==> config.mk <==
export PLATFORM = sky130hd
export DESIGN_NAME = cartridge_bank_controller_core_flat
export DESIGN_NICKNAME = d
export VERILOG_FILES = /design/src/cbc_pkg.sv /design/src/cbc_if.sv /design/src/cbc_rtc.sv /design/src/cbc_bank.sv /design/src/cartridge_bank_controller_core.sv /design/src/flat_wrapper.sv
export SDC_FILE = /design/constraint.sdc
export NUM_CORES = 1
export LEC_CHECK = 0
export ABC_AREA = 1
export BUFFER_PORTS_ARGS = -buffer_cell sky130_fd_sc_hd__buf_2
export CAP_MARGIN = 20
export CORE_ASPECT_RATIO = 1.5
export CORE_MARGIN = 5
export CORE_UTILIZATION = 45
export CTS_CLUSTER_SIZE = 14
export DETAILED_ROUTE_END_ITERATION = 16
export MAX_ROUTING_LAYER = met4
export PLACE_DENSITY_LB_ADDON = 0.08
export SLEW_MARGIN = 20
export SYNTH_ARGS = -nofsm -noshare
export SYNTH_HDL_FRONTEND = slang
export SYNTH_SLANG_ARGS = --single-unit
export TNS_END_PERCENT = 5
==> constraint.sdc <==
create_clock -name clk -period 5.81 [get_ports clk]
set_input_delay 1.743 -clock clk [delete_from_list [all_inputs] [get_ports clk]]
set_output_delay 1.743 -clock clk [all_outputs]
set_load 0.03 [all_outputs]
==> src/cbc_pkg.sv <==
// Shared types, codes and helper functions for the cartridge bank controller.
package cbc_pkg;

    localparam logic [1:0] REQ_READ  = 2'd0;
    localparam logic [1:0] REQ_WRITE = 2'd1;
    localparam logic [1:0] REQ_TICK  = 2'd2;

    localparam logic [2:0] ACT_NONE   = 3'd0;
    localparam logic [2:0] ACT_ROM_RD = 3'd1;
    localparam logic [2:0] ACT_RAM_RD = 3'd2;
    localparam logic [2:0] ACT_RAM_WR = 3'd3;
    localparam logic [2:0] ACT_VALUE  = 3'd4;

    localparam logic [1:0] CFG_CART_KIND = 2'd0;
    localparam logic [1:0] CFG_ROM_SIZE  = 2'd1;
    localparam logic [1:0] CFG_RAM_SIZE  = 2'd2;

    localparam logic [2:0] RTC_SEC    = 3'd0;
    localparam logic [2:0] RTC_MIN    = 3'd1;
    localparam logic [2:0] RTC_HOUR   = 3'd2;
    localparam logic [2:0] RTC_DAY_LO = 3'd3;
    localparam logic [2:0] RTC_DAY_HI = 3'd4;

    localparam int RTC_REGS = 5;

    typedef enum logic [1:0] {
        KIND_NONE,
        KIND_MBC1,
        KIND_MBC3,
        KIND_MBC5
    } kind_t;

    typedef struct packed {
        logic [7:0] cart_kind_code;
        logic [3:0] rom_size_code;
        logic [7:0] ram_size_code;
    } cfg_t;

    typedef struct packed {
        logic [1:0]  req_type;
        logic [15:0] bus_addr;
        logic [7:0]  bus_data;
    } item_t;

    typedef struct packed {
        logic [2:0]  action;
        logic [23:0] mem_addr;
        logic [7:0]  out_byte;
    } result_t;

    typedef struct packed {
        logic       wr;
        logic [2:0] idx;
        logic [7:0] data;
        logic       latch_wr;
        logic       tick;
    } rtc_cmd_t;

    typedef logic [RTC_REGS-1:0][7:0] rtc_regs_t;

    function automatic kind_t kind_of(input logic [7:0] code);
        kind_t k;
        k = KIND_NONE;
        if (code >= 8'h01 && code <= 8'h03)
        begin
            k = KIND_MBC1;
        end
        else if (code >= 8'h0F && code <= 8'h13)
        begin
            k = KIND_MBC3;
        end
        else if (code >= 8'h19 && code <= 8'h1E)
        begin
            k = KIND_MBC5;
        end
        return k;
    endfunction

    function automatic logic [7:0] mod60(input logic [7:0] d);
        logic [7:0] r;
        if (d >= 8'd240)
        begin
            r = d - 8'd240;
        end
        else if (d >= 8'd180)
        begin
            r = d - 8'd180;
        end
        else if (d >= 8'd120)
        begin
            r = d - 8'd120;
        end
        else if (d >= 8'd60)
        begin
            r = d - 8'd60;
        end
        else
        begin
            r = d;
        end
        return r;
    endfunction

    // The reciprocal estimate of the quotient is low by at most one, so one
    // correction step finishes the remainder.
    function automatic logic [7:0] mod24(input logic [7:0] d);
        logic [15:0] p;
        logic [3:0]  q;
        logic [7:0]  r;
        p = 16'(d) * 16'd170;
        q = p[15:12];
        r = d - 8'(q * 8'd24);
        if (r >= 8'd24)
        begin
            r = r - 8'd24;
        end
        return r;
    endfunction

endpackage

==> src/cbc_if.sv <==
// Valid/ready channel interfaces for bus requests and mapping results.
interface cbc_req_if;
    import cbc_pkg::*;

    logic        valid;
    logic        ready;
    logic [1:0]  req_type;
    logic [15:0] bus_addr;
    logic [7:0]  bus_data;

    modport source (output valid, output req_type, output bus_addr, output bus_data,
                    input ready);
    modport sink (input valid, input req_type, input bus_addr, input bus_data,
                  output ready);
endinterface

interface cbc_rsp_if;
    import cbc_pkg::*;

    logic        valid;
    logic        ready;
    logic [2:0]  action;
    logic [23:0] mem_addr;
    logic [7:0]  out_byte;

    modport source (output valid, output action, output mem_addr, output out_byte,
                    input ready);
    modport sink (input valid, input action, input mem_addr, input out_byte,
                  output ready);
endinterface

==> src/cbc_rtc.sv <==
// Real-time clock: tick divider, latch flag and the seconds, minutes, hours, day-low and day-high clock registers.
module cbc_rtc #(
    parameter int TICKS_PER_SECOND = 32768
) (
    input  logic              clk,
    input  logic              rst_n,
    input  cbc_pkg::rtc_cmd_t cmd,
    output cbc_pkg::rtc_regs_t clock_regs
);
    import cbc_pkg::*;

    localparam int TICK_W = $clog2(TICKS_PER_SECOND);

    rtc_regs_t         clock_regs_reg;
    rtc_regs_t         clock_regs_next;
    logic [TICK_W-1:0] tick_count_reg;
    logic [TICK_W-1:0] tick_count_next;
    logic [7:0]        latch_last_write_reg;
    logic [7:0]        latch_last_write_next;
    logic              clock_latched_reg;
    logic              clock_latched_next;

    logic [8:0] day;
    logic       tick_wrap;

    always_comb
    begin
        clock_regs_next       = clock_regs_reg;
        tick_count_next       = tick_count_reg;
        latch_last_write_next = latch_last_write_reg;
        clock_latched_next    = clock_latched_reg;
        day                   = {clock_regs_reg[RTC_DAY_HI][0], clock_regs_reg[RTC_DAY_LO]};
        tick_wrap             = (tick_count_reg == TICK_W'(TICKS_PER_SECOND - 1));

        if (cmd.wr)
        begin
            case (cmd.idx)
                RTC_SEC:    clock_regs_next[RTC_SEC]    = mod60(cmd.data);
                RTC_MIN:    clock_regs_next[RTC_MIN]    = mod60(cmd.data);
                RTC_HOUR:   clock_regs_next[RTC_HOUR]   = mod24(cmd.data);
                RTC_DAY_LO: clock_regs_next[RTC_DAY_LO] = (cmd.data == 8'hFF) ? 8'h00 : cmd.data;
                RTC_DAY_HI: clock_regs_next[RTC_DAY_HI] = (cmd.data == 8'hFF) ? 8'h00 : cmd.data;
                default:    clock_regs_next = clock_regs_reg;
            endcase
        end

        if (cmd.latch_wr)
        begin
            if (cmd.data == 8'd1 && latch_last_write_reg == 8'd0)
            begin
                clock_latched_next = !clock_latched_reg;
            end
            latch_last_write_next = cmd.data;
        end

        // The halt bit in day-high freezes both the divider and the clock.
        if (cmd.tick && !clock_regs_reg[RTC_DAY_HI][6])
        begin
            tick_count_next = tick_wrap ? '0 : tick_count_reg + TICK_W'(1);
            if (tick_wrap && !clock_latched_reg)
            begin
                if (clock_regs_reg[RTC_SEC] == 8'd59)
                begin
                    clock_regs_next[RTC_SEC] = 8'd0;
                    if (clock_regs_reg[RTC_MIN] == 8'd59)
                    begin
                        clock_regs_next[RTC_MIN] = 8'd0;
                        if (clock_regs_reg[RTC_HOUR] == 8'd23)
                        begin
                            clock_regs_next[RTC_HOUR] = 8'd0;
                            if (day == 9'd511)
                            begin
                                day = 9'd0;
                                clock_regs_next[RTC_DAY_HI][7] = 1'b1;
                            end
                            else
                            begin
                                day = day + 9'd1;
                            end
                            clock_regs_next[RTC_DAY_LO]    = day[7:0];
                            clock_regs_next[RTC_DAY_HI][0] = day[8];
                        end
                        else
                        begin
                            clock_regs_next[RTC_HOUR] = clock_regs_reg[RTC_HOUR] + 8'd1;
                        end
                    end
                    else
                    begin
                        clock_regs_next[RTC_MIN] = clock_regs_reg[RTC_MIN] + 8'd1;
                    end
                end
                else
                begin
                    clock_regs_next[RTC_SEC] = clock_regs_reg[RTC_SEC] + 8'd1;
                end
            end
        end
    end

    always_ff @(posedge clk or negedge rst_n)
    begin
        if (!rst_n)
        begin
            clock_regs_reg       <= '0;
            tick_count_reg       <= '0;
            latch_last_write_reg <= '0;
            clock_latched_reg    <= 1'b0;
        end
        else
        begin
            clock_regs_reg       <= clock_regs_next;
            tick_count_reg       <= tick_count_next;
            latch_last_write_reg <= latch_last_write_next;
            clock_latched_reg    <= clock_latched_next;
        end
    end

    assign clock_regs = clock_regs_reg;

endmodule

==> src/cbc_bank.sv <==
// Bank registers, address decode and physical address mapping for one word.
module cbc_bank (
    input  logic               clk,
    input  logic               rst_n,
    input  logic               en,
    input  cbc_pkg::cfg_t      cfg,
    input  cbc_pkg::item_t     item,
    input  cbc_pkg::rtc_regs_t clock_regs,
    output cbc_pkg::result_t   result,
    output cbc_pkg::rtc_cmd_t  rtc_cmd
);
    import cbc_pkg::*;

    logic       ram_enable_reg;
    logic       ram_enable_next;
    logic [7:0] rom_bank_low_reg;
    logic [7:0] rom_bank_low_next;
    logic       rom_bank_high_reg;
    logic       rom_bank_high_next;
    logic [7:0] ram_bank_select_reg;
    logic [7:0] ram_bank_select_next;
    logic       banking_mode_reg;
    logic       banking_mode_next;

    kind_t       kind;
    logic [16:0] rom_mask_full;
    logic [8:0]  rom_mask;
    logic [3:0]  ram_mask;
    logic        has_ram;
    logic [8:0]  rom_lower;
    logic [8:0]  rom_upper;
    logic        ram_ok;
    logic [3:0]  ram_bank;
    logic        rtc_sel;
    logic        ram_window;
    logic [15:0] addr;
    logic [7:0]  data;

    always_comb
    begin
        kind          = kind_of(cfg.cart_kind_code);
        rom_mask_full = (17'd2 << cfg.rom_size_code) - 17'd1;
        rom_mask      = rom_mask_full[8:0];
        has_ram       = (cfg.ram_size_code >= 8'd2) && (cfg.ram_size_code <= 8'd5);
        case (cfg.ram_size_code)
            8'd3:    ram_mask = 4'd3;
            8'd4:    ram_mask = 4'd15;
            8'd5:    ram_mask = 4'd7;
            default: ram_mask = 4'd0;
        endcase

        rom_lower = '0;
        if (kind == KIND_MBC1 && banking_mode_reg)
        begin
            rom_lower = rom_mask & {2'b00, ram_bank_select_reg[1:0], 5'b00000};
        end

        case (kind)
            KIND_MBC1:
            begin
                rom_upper = {2'b00, ram_bank_select_reg[1:0], rom_bank_low_reg[4:0]};
                if (rom_bank_low_reg[4:0] == 5'd0)
                begin
                    rom_upper[0] = 1'b1;
                end
                rom_upper = rom_upper & rom_mask;
            end
            KIND_MBC3:
            begin
                rom_upper = {2'b00, rom_bank_low_reg[6:0]};
                if (rom_bank_low_reg[6:0] == 7'd0)
                begin
                    rom_upper[0] = 1'b1;
                end
                rom_upper = rom_upper & rom_mask;
            end
            KIND_MBC5:
            begin
                rom_upper = {rom_bank_high_reg, rom_bank_low_reg} & rom_mask;
            end
            default:
            begin
                rom_upper = 9'd1;
            end
        endcase

        case (kind)
            KIND_MBC1:
            begin
                ram_ok   = has_ram;
                ram_bank = banking_mode_reg ? (ram_mask & ram_bank_select_reg[3:0]) : 4'd0;
            end
            KIND_MBC3:
            begin
                ram_ok   = has_ram && (ram_bank_select_reg <= 8'd3);
                ram_bank = ram_mask & ram_bank_select_reg[3:0];
            end
            KIND_MBC5:
            begin
                ram_ok   = has_ram;
                ram_bank = ram_mask & ram_bank_select_reg[3:0];
            end
            default:
            begin
                ram_ok   = 1'b0;
                ram_bank = 4'd0;
            end
        endcase

        rtc_sel = (kind == KIND_MBC3) && (ram_bank_select_reg >= 8'd8)
                  && (ram_bank_select_reg <= 8'd12);
    end

    always_comb
    begin
        addr       = item.bus_addr;
        data       = item.bus_data;
        ram_window = (addr >= 16'hA000) && (addr <= 16'hBFFF) && ram_enable_reg;

        ram_enable_next      = ram_enable_reg;
        rom_bank_low_next    = rom_bank_low_reg;
        rom_bank_high_next   = rom_bank_high_reg;
        ram_bank_select_next = ram_bank_select_reg;
        banking_mode_next    = banking_mode_reg;

        result   = '{action: ACT_NONE, mem_addr: 24'd0, out_byte: 8'd0};
        rtc_cmd  = '{wr: 1'b0, idx: ram_bank_select_reg[2:0], data: data,
                     latch_wr: 1'b0, tick: 1'b0};

        case (item.req_type)
            REQ_READ:
            begin
                result.action   = ACT_VALUE;
                result.out_byte = 8'hFF;
                if (addr <= 16'h3FFF)
                begin
                    result.action   = ACT_ROM_RD;
                    result.out_byte = 8'd0;
                    result.mem_addr = {1'b0, rom_lower, addr[13:0]};
                end
                else if (addr <= 16'h7FFF)
                begin
                    result.action   = ACT_ROM_RD;
                    result.out_byte = 8'd0;
                    result.mem_addr = {1'b0, rom_upper, addr[13:0]};
                end
                else if (ram_window)
                begin
                    if (ram_ok)
                    begin
                        result.action   = ACT_RAM_RD;
                        result.out_byte = 8'd0;
                        result.mem_addr = {7'd0, ram_bank, addr[12:0]};
                    end
                    else if (rtc_sel)
                    begin
                        case (ram_bank_select_reg[2:0])
                            RTC_SEC:    result.out_byte = clock_regs[RTC_SEC];
                            RTC_MIN:    result.out_byte = clock_regs[RTC_MIN];
                            RTC_HOUR:   result.out_byte = clock_regs[RTC_HOUR];
                            RTC_DAY_LO: result.out_byte = clock_regs[RTC_DAY_LO];
                            RTC_DAY_HI: result.out_byte = clock_regs[RTC_DAY_HI];
                            default:    result.out_byte = 8'hFF;
                        endcase
                    end
                end
            end
            REQ_WRITE:
            begin
                if (kind != KIND_NONE)
                begin
                    if (addr <= 16'h1FFF)
                    begin
                        ram_enable_next = (data[3:0] == 4'hA);
                    end
                    else if (addr <= 16'h7FFF)
                    begin
                        case (kind)
                            KIND_MBC1:
                            begin
                                if (addr <= 16'h3FFF)
                                begin
                                    rom_bank_low_next = {3'b000, data[4:0]};
                                end
                                else if (addr <= 16'h5FFF)
                                begin
                                    ram_bank_select_next = {6'd0, data[1:0]};
                                end
                                else
                                begin
                                    banking_mode_next = data[0];
                                end
                            end
                            KIND_MBC3:
                            begin
                                if (addr <= 16'h3FFF)
                                begin
                                    rom_bank_low_next = {1'b0, data[6:0]};
                                end
                                else if (addr <= 16'h5FFF)
                                begin
                                    if (data <= 8'd3 || (data >= 8'd8 && data <= 8'd12))
                                    begin
                                        ram_bank_select_next = data;
                                    end
                                end
                                else
                                begin
                                    rtc_cmd.latch_wr = 1'b1;
                                end
                            end
                            default:
                            begin
                                if (addr <= 16'h2FFF)
                                begin
                                    rom_bank_low_next = data;
                                end
                                else if (addr <= 16'h3FFF)
                                begin
                                    rom_bank_high_next = data[0];
                                end
                                else if (addr <= 16'h5FFF)
                                begin
                                    ram_bank_select_next = data;
                                end
                            end
                        endcase
                    end
                    else if (ram_window)
                    begin
                        if (ram_ok)
                        begin
                            result.action   = ACT_RAM_WR;
                            result.mem_addr = {7'd0, ram_bank, addr[12:0]};
                            result.out_byte = data;
                        end
                        else if (rtc_sel)
                        begin
                            rtc_cmd.wr = 1'b1;
                        end
                    end
                end
            end
            REQ_TICK:
            begin
                rtc_cmd.tick = 1'b1;
            end
            default:
            begin
                result.action = ACT_NONE;
            end
        endcase

        rtc_cmd.wr       = rtc_cmd.wr && en;
        rtc_cmd.latch_wr = rtc_cmd.latch_wr && en;
        rtc_cmd.tick     = rtc_cmd.tick && en;
    end

    always_ff @(posedge clk or negedge rst_n)
    begin
        if (!rst_n)
        begin
            ram_enable_reg      <= 1'b0;
            rom_bank_low_reg    <= 8'd1;
            rom_bank_high_reg   <= 1'b0;
            ram_bank_select_reg <= 8'd0;
            banking_mode_reg    <= 1'b0;
        end
        else if (en)
        begin
            ram_enable_reg      <= ram_enable_next;
            rom_bank_low_reg    <= rom_bank_low_next;
            rom_bank_high_reg   <= rom_bank_high_next;
            ram_bank_select_reg <= ram_bank_select_next;
            banking_mode_reg    <= banking_mode_next;
        end
    end

endmodule

==> src/cartridge_bank_controller_core.sv <==
// Top level of the cartridge bank controller: configuration, pipeline registers and assertions.
//
// Each word on req is a CPU bus read, a bus write, one clock tick or the unused code, and each
// one yields exactly one word on rsp after it passes the input register and then
// the output register, at one word per cycle while rsp keeps taking results. A word
// first lands in an input register; the bank mapper then decodes it against the
// current bank and clock registers, updates them, and loads the result register,
// so that the next word already sees the new state. The output register lets one
// more word enter the input register while a result waits on rsp. Configuration
// writes take effect at the next edge and are meant to be made while no word is in flight.
module cartridge_bank_controller_core #(
    parameter int TICKS_PER_SECOND = 32768
) (
    input  logic       clk,
    input  logic       rst_n,
    input  logic       cfg_we,
    input  logic [1:0] cfg_index,
    input  logic [7:0] cfg_data,
    cbc_req_if.sink    req,
    cbc_rsp_if.source  rsp
);
    import cbc_pkg::*;

    cfg_t      cfg_reg;
    logic      s1_valid_reg;
    item_t     s1_item_reg;
    logic      out_valid_reg;
    result_t   out_reg;
    logic      s1_advance;
    result_t   bank_result;
    rtc_cmd_t  rtc_cmd;
    rtc_regs_t rtc_regs;

    assign s1_advance = s1_valid_reg && (!out_valid_reg || rsp.ready);
    assign req.ready  = !s1_valid_reg || s1_advance;

    always_ff @(posedge clk or negedge rst_n)
    begin
        if (!rst_n)
        begin
            cfg_reg <= '0;
        end
        else if (cfg_we)
        begin
            case (cfg_index)
                CFG_CART_KIND: cfg_reg.cart_kind_code <= cfg_data;
                CFG_ROM_SIZE:  cfg_reg.rom_size_code  <= cfg_data[3:0];
                CFG_RAM_SIZE:  cfg_reg.ram_size_code  <= cfg_data;
                default:       cfg_reg <= cfg_reg;
            endcase
        end
    end

    always_ff @(posedge clk or negedge rst_n)
    begin
        if (!rst_n)
        begin
            s1_valid_reg  <= 1'b0;
            out_valid_reg <= 1'b0;
        end
        else
        begin
            if (req.ready)
            begin
                s1_valid_reg <= req.valid;
            end
            if (s1_advance)
            begin
                out_valid_reg <= 1'b1;
            end
            else if (rsp.ready)
            begin
                out_valid_reg <= 1'b0;
            end
        end
    end

    always_ff @(posedge clk)
    begin
        if (req.valid && req.ready)
        begin
            s1_item_reg <= '{req_type: req.req_type, bus_addr: req.bus_addr,
                             bus_data: req.bus_data};
        end
        if (s1_advance)
        begin
            out_reg <= bank_result;
        end
    end

    cbc_bank u_bank (
        .clk        (clk),
        .rst_n      (rst_n),
        .en         (s1_advance),
        .cfg        (cfg_reg),
        .item       (s1_item_reg),
        .clock_regs (rtc_regs),
        .result     (bank_result),
        .rtc_cmd    (rtc_cmd)
    );

    cbc_rtc #(
        .TICKS_PER_SECOND (TICKS_PER_SECOND)
    ) u_rtc (
        .clk        (clk),
        .rst_n      (rst_n),
        .cmd        (rtc_cmd),
        .clock_regs (rtc_regs)
    );

    assign rsp.valid    = out_valid_reg;
    assign rsp.action   = out_reg.action;
    assign rsp.mem_addr = out_reg.mem_addr;
    assign rsp.out_byte = out_reg.out_byte;

`ifndef SYNTHESIS
    a_advance_fills_output: assert property (@(posedge clk) disable iff (!rst_n)
        s1_advance |=> rsp.valid)
        else $error("Processed word did not reach the output register.");

    a_stall_only_when_full: assert property (@(posedge clk) disable iff (!rst_n)
        !req.ready |-> (s1_valid_reg && out_valid_reg && !rsp.ready))
        else $error("Input stalled without a full pipeline.");

    a_clock_in_range: assert property (@(posedge clk) disable iff (!rst_n)
        (rtc_regs[RTC_SEC] < 8'd60) && (rtc_regs[RTC_MIN] < 8'd60)
        && (rtc_regs[RTC_HOUR] < 8'd24))
        else $error("Clock register left its range.");

    a_rom_read_no_byte: assert property (@(posedge clk) disable iff (!rst_n)
        (rsp.valid && rsp.action == ACT_ROM_RD) |-> (rsp.out_byte == 8'd0))
        else $error("ROM read result carries a data byte.");
`endif

endmodule

==> src/flat_wrapper.sv <==
// flat-port wrapper written by rule: the top's interface ports become plain ports
module cartridge_bank_controller_core_flat import cbc_pkg::*;
#(
    parameter int TICKS_PER_SECOND = 32768
)
  (clk, rst_n, cfg_we, cfg_index, cfg_data, req_valid, req_req_type, req_bus_addr, req_bus_data, req_ready, rsp_valid, rsp_action, rsp_mem_addr, rsp_out_byte, rsp_ready);
  cbc_req_if req_i ();
  cbc_rsp_if rsp_i ();
  input  logic clk;
  input  logic rst_n;
  input  logic cfg_we;
  input  logic [1:0] cfg_index;
  input  logic [7:0] cfg_data;
  input wire logic [$bits(req_i.valid)-1:0] req_valid;
  input wire logic [$bits(req_i.req_type)-1:0] req_req_type;
  input wire logic [$bits(req_i.bus_addr)-1:0] req_bus_addr;
  input wire logic [$bits(req_i.bus_data)-1:0] req_bus_data;
  output wire logic [$bits(req_i.ready)-1:0] req_ready;
  output wire logic [$bits(rsp_i.valid)-1:0] rsp_valid;
  output wire logic [$bits(rsp_i.action)-1:0] rsp_action;
  output wire logic [$bits(rsp_i.mem_addr)-1:0] rsp_mem_addr;
  output wire logic [$bits(rsp_i.out_byte)-1:0] rsp_out_byte;
  input wire logic [$bits(rsp_i.ready)-1:0] rsp_ready;
  assign req_i.valid = req_valid;
  assign req_i.req_type = req_req_type;
  assign req_i.bus_addr = req_bus_addr;
  assign req_i.bus_data = req_bus_data;
  assign req_ready = req_i.ready;
  assign rsp_valid = rsp_i.valid;
  assign rsp_action = rsp_i.action;
  assign rsp_mem_addr = rsp_i.mem_addr;
  assign rsp_out_byte = rsp_i.out_byte;
  assign rsp_i.ready = rsp_ready;
  cartridge_bank_controller_core #(.TICKS_PER_SECOND(TICKS_PER_SECOND)) u_core (.clk(clk), .rst_n(rst_n), .cfg_we(cfg_we), .cfg_index(cfg_index), .cfg_data(cfg_data), .req(req_i), .rsp(rsp_i));
endmodule
Yosys cells after proc, flatten, opt, wreduce, memory -nomap -nowiden. Cells that the tools add are included.

Input bits: 41. Logic and storage cells: 235. Flip-flop bits (word level): 166. Output and inout bits: 37.

Mux-type cells: 85. Add/subtract/negate cells: 12. Bitwise logic cells: 10. Multiply operators: 2. Equal/unequal tests: 26. Shifts and indexed selects: 1. $lt $le $gt $ge: 26. Reductions and logical operators: 48.

Operators by type and width (count): 8-bit two-way mux (27); 34-bit two-way mux (5); 35-bit two-way mux (3); 33-bit two-way mux (2); 32-bit case mux with 2 select lines (1); 40-bit two-way mux (1); 8-bit case mux with 5 select lines (1); 16-bit by 14-bit <= comparator with 1-bit output, second input constant (2); 16-bit by 15-bit <= comparator with 1-bit output, second input constant (2); 8-bit case mux with 2 select lines (2); 1-bit two-way mux (27); 27-bit two-way mux (1); 9-bit two-way mux (3); 9-bit case mux with 3 select lines (1); 25-bit two-way mux (1); 8-bit by 1-bit adder with 8-bit output, second input constant (3); 8-bit by 4-bit greater-or-equal comparator with 1-bit output, second input constant (3); 8-bit by 2-bit <= comparator with 1-bit output, second input constant (3); 8-bit AND reduction (3); 1-bit logical AND (19); 7-bit by 9-bit bitwise AND with 9-bit output (2); 17-bit two-way mux (1); 8-bit by 3-bit equality test with 1-bit output, second input constant (2); 8-bit by 6-bit equality test with 1-bit output, second input constant (2); 61 further kinds (93).

Logic depth before layout (Yosys ltp).
Depth after elaboration: 23. Mapped depth: 34. Mapped depth without buffers: 34.

Cells and area by module. A second synthesis with hierarchy kept.

Cell total of the unflattened synthesis: 1324. Area, all modules: 10610.2 µm².

By module, submodules not included: cbc_rtc (seq. area each 1601.5 µm², times used 1, area an instance 5500.3 µm², cells an instance 768); cartridge_bank_controller_core (seq. area each 2382.3 µm², times used 1, area an instance 2778.9 µm², cells an instance 162); cbc_bank (seq. area each 476.7 µm², times used 1, area an instance 2331.0 µm², cells an instance 394).

Worst setup path after synthesis. No wires, ideal clock.

Kind: register to register. Start: register u_core.s1_item_reg[3] (netlist name). End: register u_core.u_rtc.clock_regs_reg, in the netlist u_core.u_rtc.clock_regs[19]. Cell stages (with the launch flop): 34. Buffers on the path: 0. Library setup time: 0.077 ns. Clock period less this slack: 5.567 ns. Path slack: 0.243 ns. Required time: 5.733 ns. Arrival: 5.490 ns. Cells stage by stage: edfxtp_1 ha_1 inv_1 fa_1 inv_1 ha_1 inv_1 fa_1 inv_1 ha_1 nand2_1 nor2_1 o21ai_0 nand3_1 a21o_1 nand2_1 nand2_1 a21oi_1 xor2_1 inv_1 ha_1 xor2_1 ha_1 nand2_1 nand2_1 a21oi_1 nand3_1 nand2_1 nand3_1 nand2_1 nand3_1 nand2_1 nand3_1 a21oi_1.

RTL lines: from (decl) (line cartridge_bank_controller_core.sv:26) `item_t s1_item_reg;`; from (signal assigned) (line cartridge_bank_controller_core.sv:82) `s1_item_reg <= '{req_type: req.req_type, bus_addr: req.bus_addr,`; to (signal assigned) (line cbc_rtc.sv:112) `clock_regs_reg <= clock_regs_next;`; to (decl) (line cbc_rtc.sv:14) `rtc_regs_t clock_regs_reg;`.

==> results.toml <==
[pwr]
power_frac_seq_pct = 32.9
leakage_nw = 5.77
power.density_mw_per_mm2 = 355
ir_drop_mv = 0.628
swShare_pct = 37.8
combPwrFrac_pct = 41.3
switching_power_mw = 1.58
power_mw = 4.19
clockPowerShare_pct = 25.8
p_int_mw = 2.60

[logic_synthesis]
ys_seq_area_share_pct = 42.9
yosysTopAreaCellShare_pct = 25.2
synth_area_sq_mm = 0.0103
netlist_instances = 1263
synthTopCellsByArea = "dfrtp_1, edfxtp_1, nand2_1"
synth-seq-cells = 165
ys_warn_count = 0
yosysUniqueCellTypes = 59
syn_nets = 1371
async_reset_ff_share_pct = 63.6
synth_ff_type = "dfrtp_1"
synth-edff-count = 60
synth.avg_cell_area_sq_um = 8.18
yosysTopAreaCell = "dfrtp_1"

[cells_and_area]
area_delta_synth_final_pct = 14.1
layout-drive-gt1-share_pct = 14.7
num-fill-cells = 2248
largest_register_ffs = 40
fin_nets = 1467
diodes = 0

[clock_tree]
path_clk_slew_ps = 70
root_buffer = "clkbuf_16"
worstSkewPairLatency_ps = 430
htreeDepth = 4
cts_made_buffers = 17
clockBufferDepth = 2
cts_tree = "yes"
cts_sinks = 165

[timing]
setup_tns_ps = 0
fin_crit_ps = 5520
slew_headroom_pct = 23.8
worstMarginPinSlew_ps = 1130
fin_skew_ps = 12.4
max_freq_mhz = 181
finalCritPeriodShare_pct = 95.1
report.final.slew_viol_count = 0
setup_violations = 0
hold_viol_final = 0

[routing]
dr.first_iter.drc_count = 619
vias = 8677
wl_per_cell_um = 16.1
first_pass_iters = 5
viasPerCell = 5.25
ant_nets = 0
routed_wl_um = 26600
drcViolationCount = 0

[grt]
grt_use_total_pct = 21.4
antenna_found_initial = 0
first_global_vias = 8543
grt_overflow = 0
grt_max_degree = 77
grt_pass1_wl_um = 43400

[placed_design]
hpwl_um = 20100
place_congestion = 0.908
io_buffers = 76

[die]
num_io_pins = 78
rows = 68
die_x_um = 134
die_h_um = 196
initial_core_util_pct = 45.3
coreArea_sq_mm = 0.0228
die-area_sq_mm = 0.0262

[critical_path]
rrSetupSlack_ps = 290
cpPeakStageDelay_ps = 540
cp.arrival_ps = 5890
worst_setup_path_start_kind = "flip-flop"
cp_slowest_cell = "fa_1"
cp-end-kind = "flip-flop"
crit_type = "flip-flop to flip-flop"
cp_max_fo = 5
cp.required_ps = 6170

[status]
outcome = "finished, final reports clean"

[min_path]
hold_path.class = "flip-flop to flip-flop"

[job]
drv_cap = 0
-- synth_stat cells, drive strengths merged, types with 2 or more instances --
master   instances
inv            205
o22ai            5
a211oi           3
nor4             3
ha              57
nor2           145
clkinv           4
buf             10
a41oi            3
clkbuf           8
o21bai           2
mux2             6
edfxtp          60
or2              4
o2111ai         10
dfrtp          104
o21ai           93
and2             2
o211ai          13
fa              10
nand4           27
nand3           77
xor2            20
a31oi            6
xnor2           10
nand2          256
a21oi           80
nor3            26
-- through the flow --
stage / area [sq um] / setup slack, ps / instances / util, % / hold WS (ps)
after detailed placement: 11100 / -102 / 1614 / 48.6 / 469
after global routing: 11800 / -67.1 / 1652 / 51.7 / 507
after global placement: 11100 / 76.8 / 1614 / 48.6 / 468
after CTS: 11700 / 40.4 / 1647 / 51.1 / 482
final: 11800 / 286 / 1652 / 51.7 / 481
after floorplan: 10300 / 243 / 1263 / - / 444
-- worst paths after layout --
kind,cells past startpoint,end,start
setup reg to reg,30,u_core.u_rtc.clock_regs[23]$_DFF_PN0_,u_core.s1_item_reg[3]$_DFFE_PP_
max in group asynchronous,2,u_core.u_rtc.tick_count_reg[11]$_DFFE_PN0P_,rst_n
min in group asynchronous,1,u_core.u_bank.rom_bank_low_reg[7]$_DFFE_PN0P_,rst_n
hold reg to reg,2,u_core.u_bank.rom_bank_low_reg[0]$_DFFE_PN1P_,u_core.u_bank.rom_bank_low_reg[0]$_DFFE_PN1P_
setup / recovery,30,u_core.u_rtc.clock_regs[23]$_DFF_PN0_,u_core.s1_item_reg[3]$_DFFE_PP_
hold / removal,2,u_core.u_bank.rom_bank_low_reg[0]$_DFFE_PN1P_,u_core.u_bank.rom_bank_low_reg[0]$_DFFE_PN1P_
-- final cells by class --
cell class | instances | area, sq um | area share, %
Clock buffer | 23 | 492 | 4.17
Clock inverter | 9 | 63.8 | 0.541
Inverter | 209 | 790 | 6.69
Multi-Input combinational cell | 871 | 5140 | 43.6
Sequential cell | 165 | 4430 | 37.6
Tap cell | 280 | 350 | 2.97
Timing Repair Buffer | 95 | 529 | 4.49
-- cells by family (layout without fill, tap and decap cells) --
logic type / count (synthesis) / in the layout / share of synthesized area (%)
AOI/OAI and AO/OA: 226 / 226 / 12.4
xor gates and xnor gates: 30 / 30 / 2.54
DFF: 165 / 165 / 42.9
other: 1 / 1 / 0.0363
and+or+nand+nor: 541 / 541 / 24.1
buffers and inverters: 227 / 336 / 8.49
muxes: 6 / 6 / 0.654
adders and majority gates: 67 / 67 / 8.84
-- routing by layer --
layer  vias to the layer above  global-route usage, %  routed length [um]
met5                         -                      -                   0
met1                      4048                   25.8               11500
li1                       4377                      -                   -
met2                       191                   35.8               13100
met3                        61                   3.69                1040
met4                         0                   8.20                 930
-- critical path, delay by kind of cell, from the launching register on --
kind,cells,cell delay [ps]
compound gates,4,540
xor+xnor,2,500
fa+ha+maj,8,2920
buf+inv,7,460
flops,1,390
simple gates,9,650
-- power by group through the flow --
| stage | combinational [mW] | clock [mW] | sequential (mW) |
|---|---|---|---|
| finish | 1.73 | 1.08 | 1.38 |
| global route | 1.92 | 1.16 | 1.39 |
| CTS | 1.47 | 1.11 | 1.38 |
| detailed placement | 1.44 | 0 | 1.40 |
| global placement | 1.43 | 0 | 1.40 |
| floorplan | 1.08 | 0 | 1.45 |
-- timing repair --
item,in CTS,in global routing
endpoints found under the setup margin,5,5
resized for setup,3,18
buffers inserted,1,5
hold buffers,0,0
pin swaps,2,11
-- cells in the final DEF, fill, tap and decap left out, types with 23 or more instances in the layout --
| master | synthesis | layout |
|---|---|---|
| ha_1 | 57 | 54 |
| a21oi_1 | 80 | 76 |
| inv_1 | 193 | 191 |
| nand4_1 | 23 | 23 |
| nand2_1 | 249 | 247 |
| nor2_1 | 128 | 126 |
| edfxtp_1 | 60 | 60 |
| buf_2 | 7 | 75 |
| nand3_1 | 76 | 72 |
| nor3_1 | 23 | 23 |
| dfrtp_1 | 104 | 104 |
| o21ai_0 | 71 | 70 |
(Power assumes the default switching activity.)
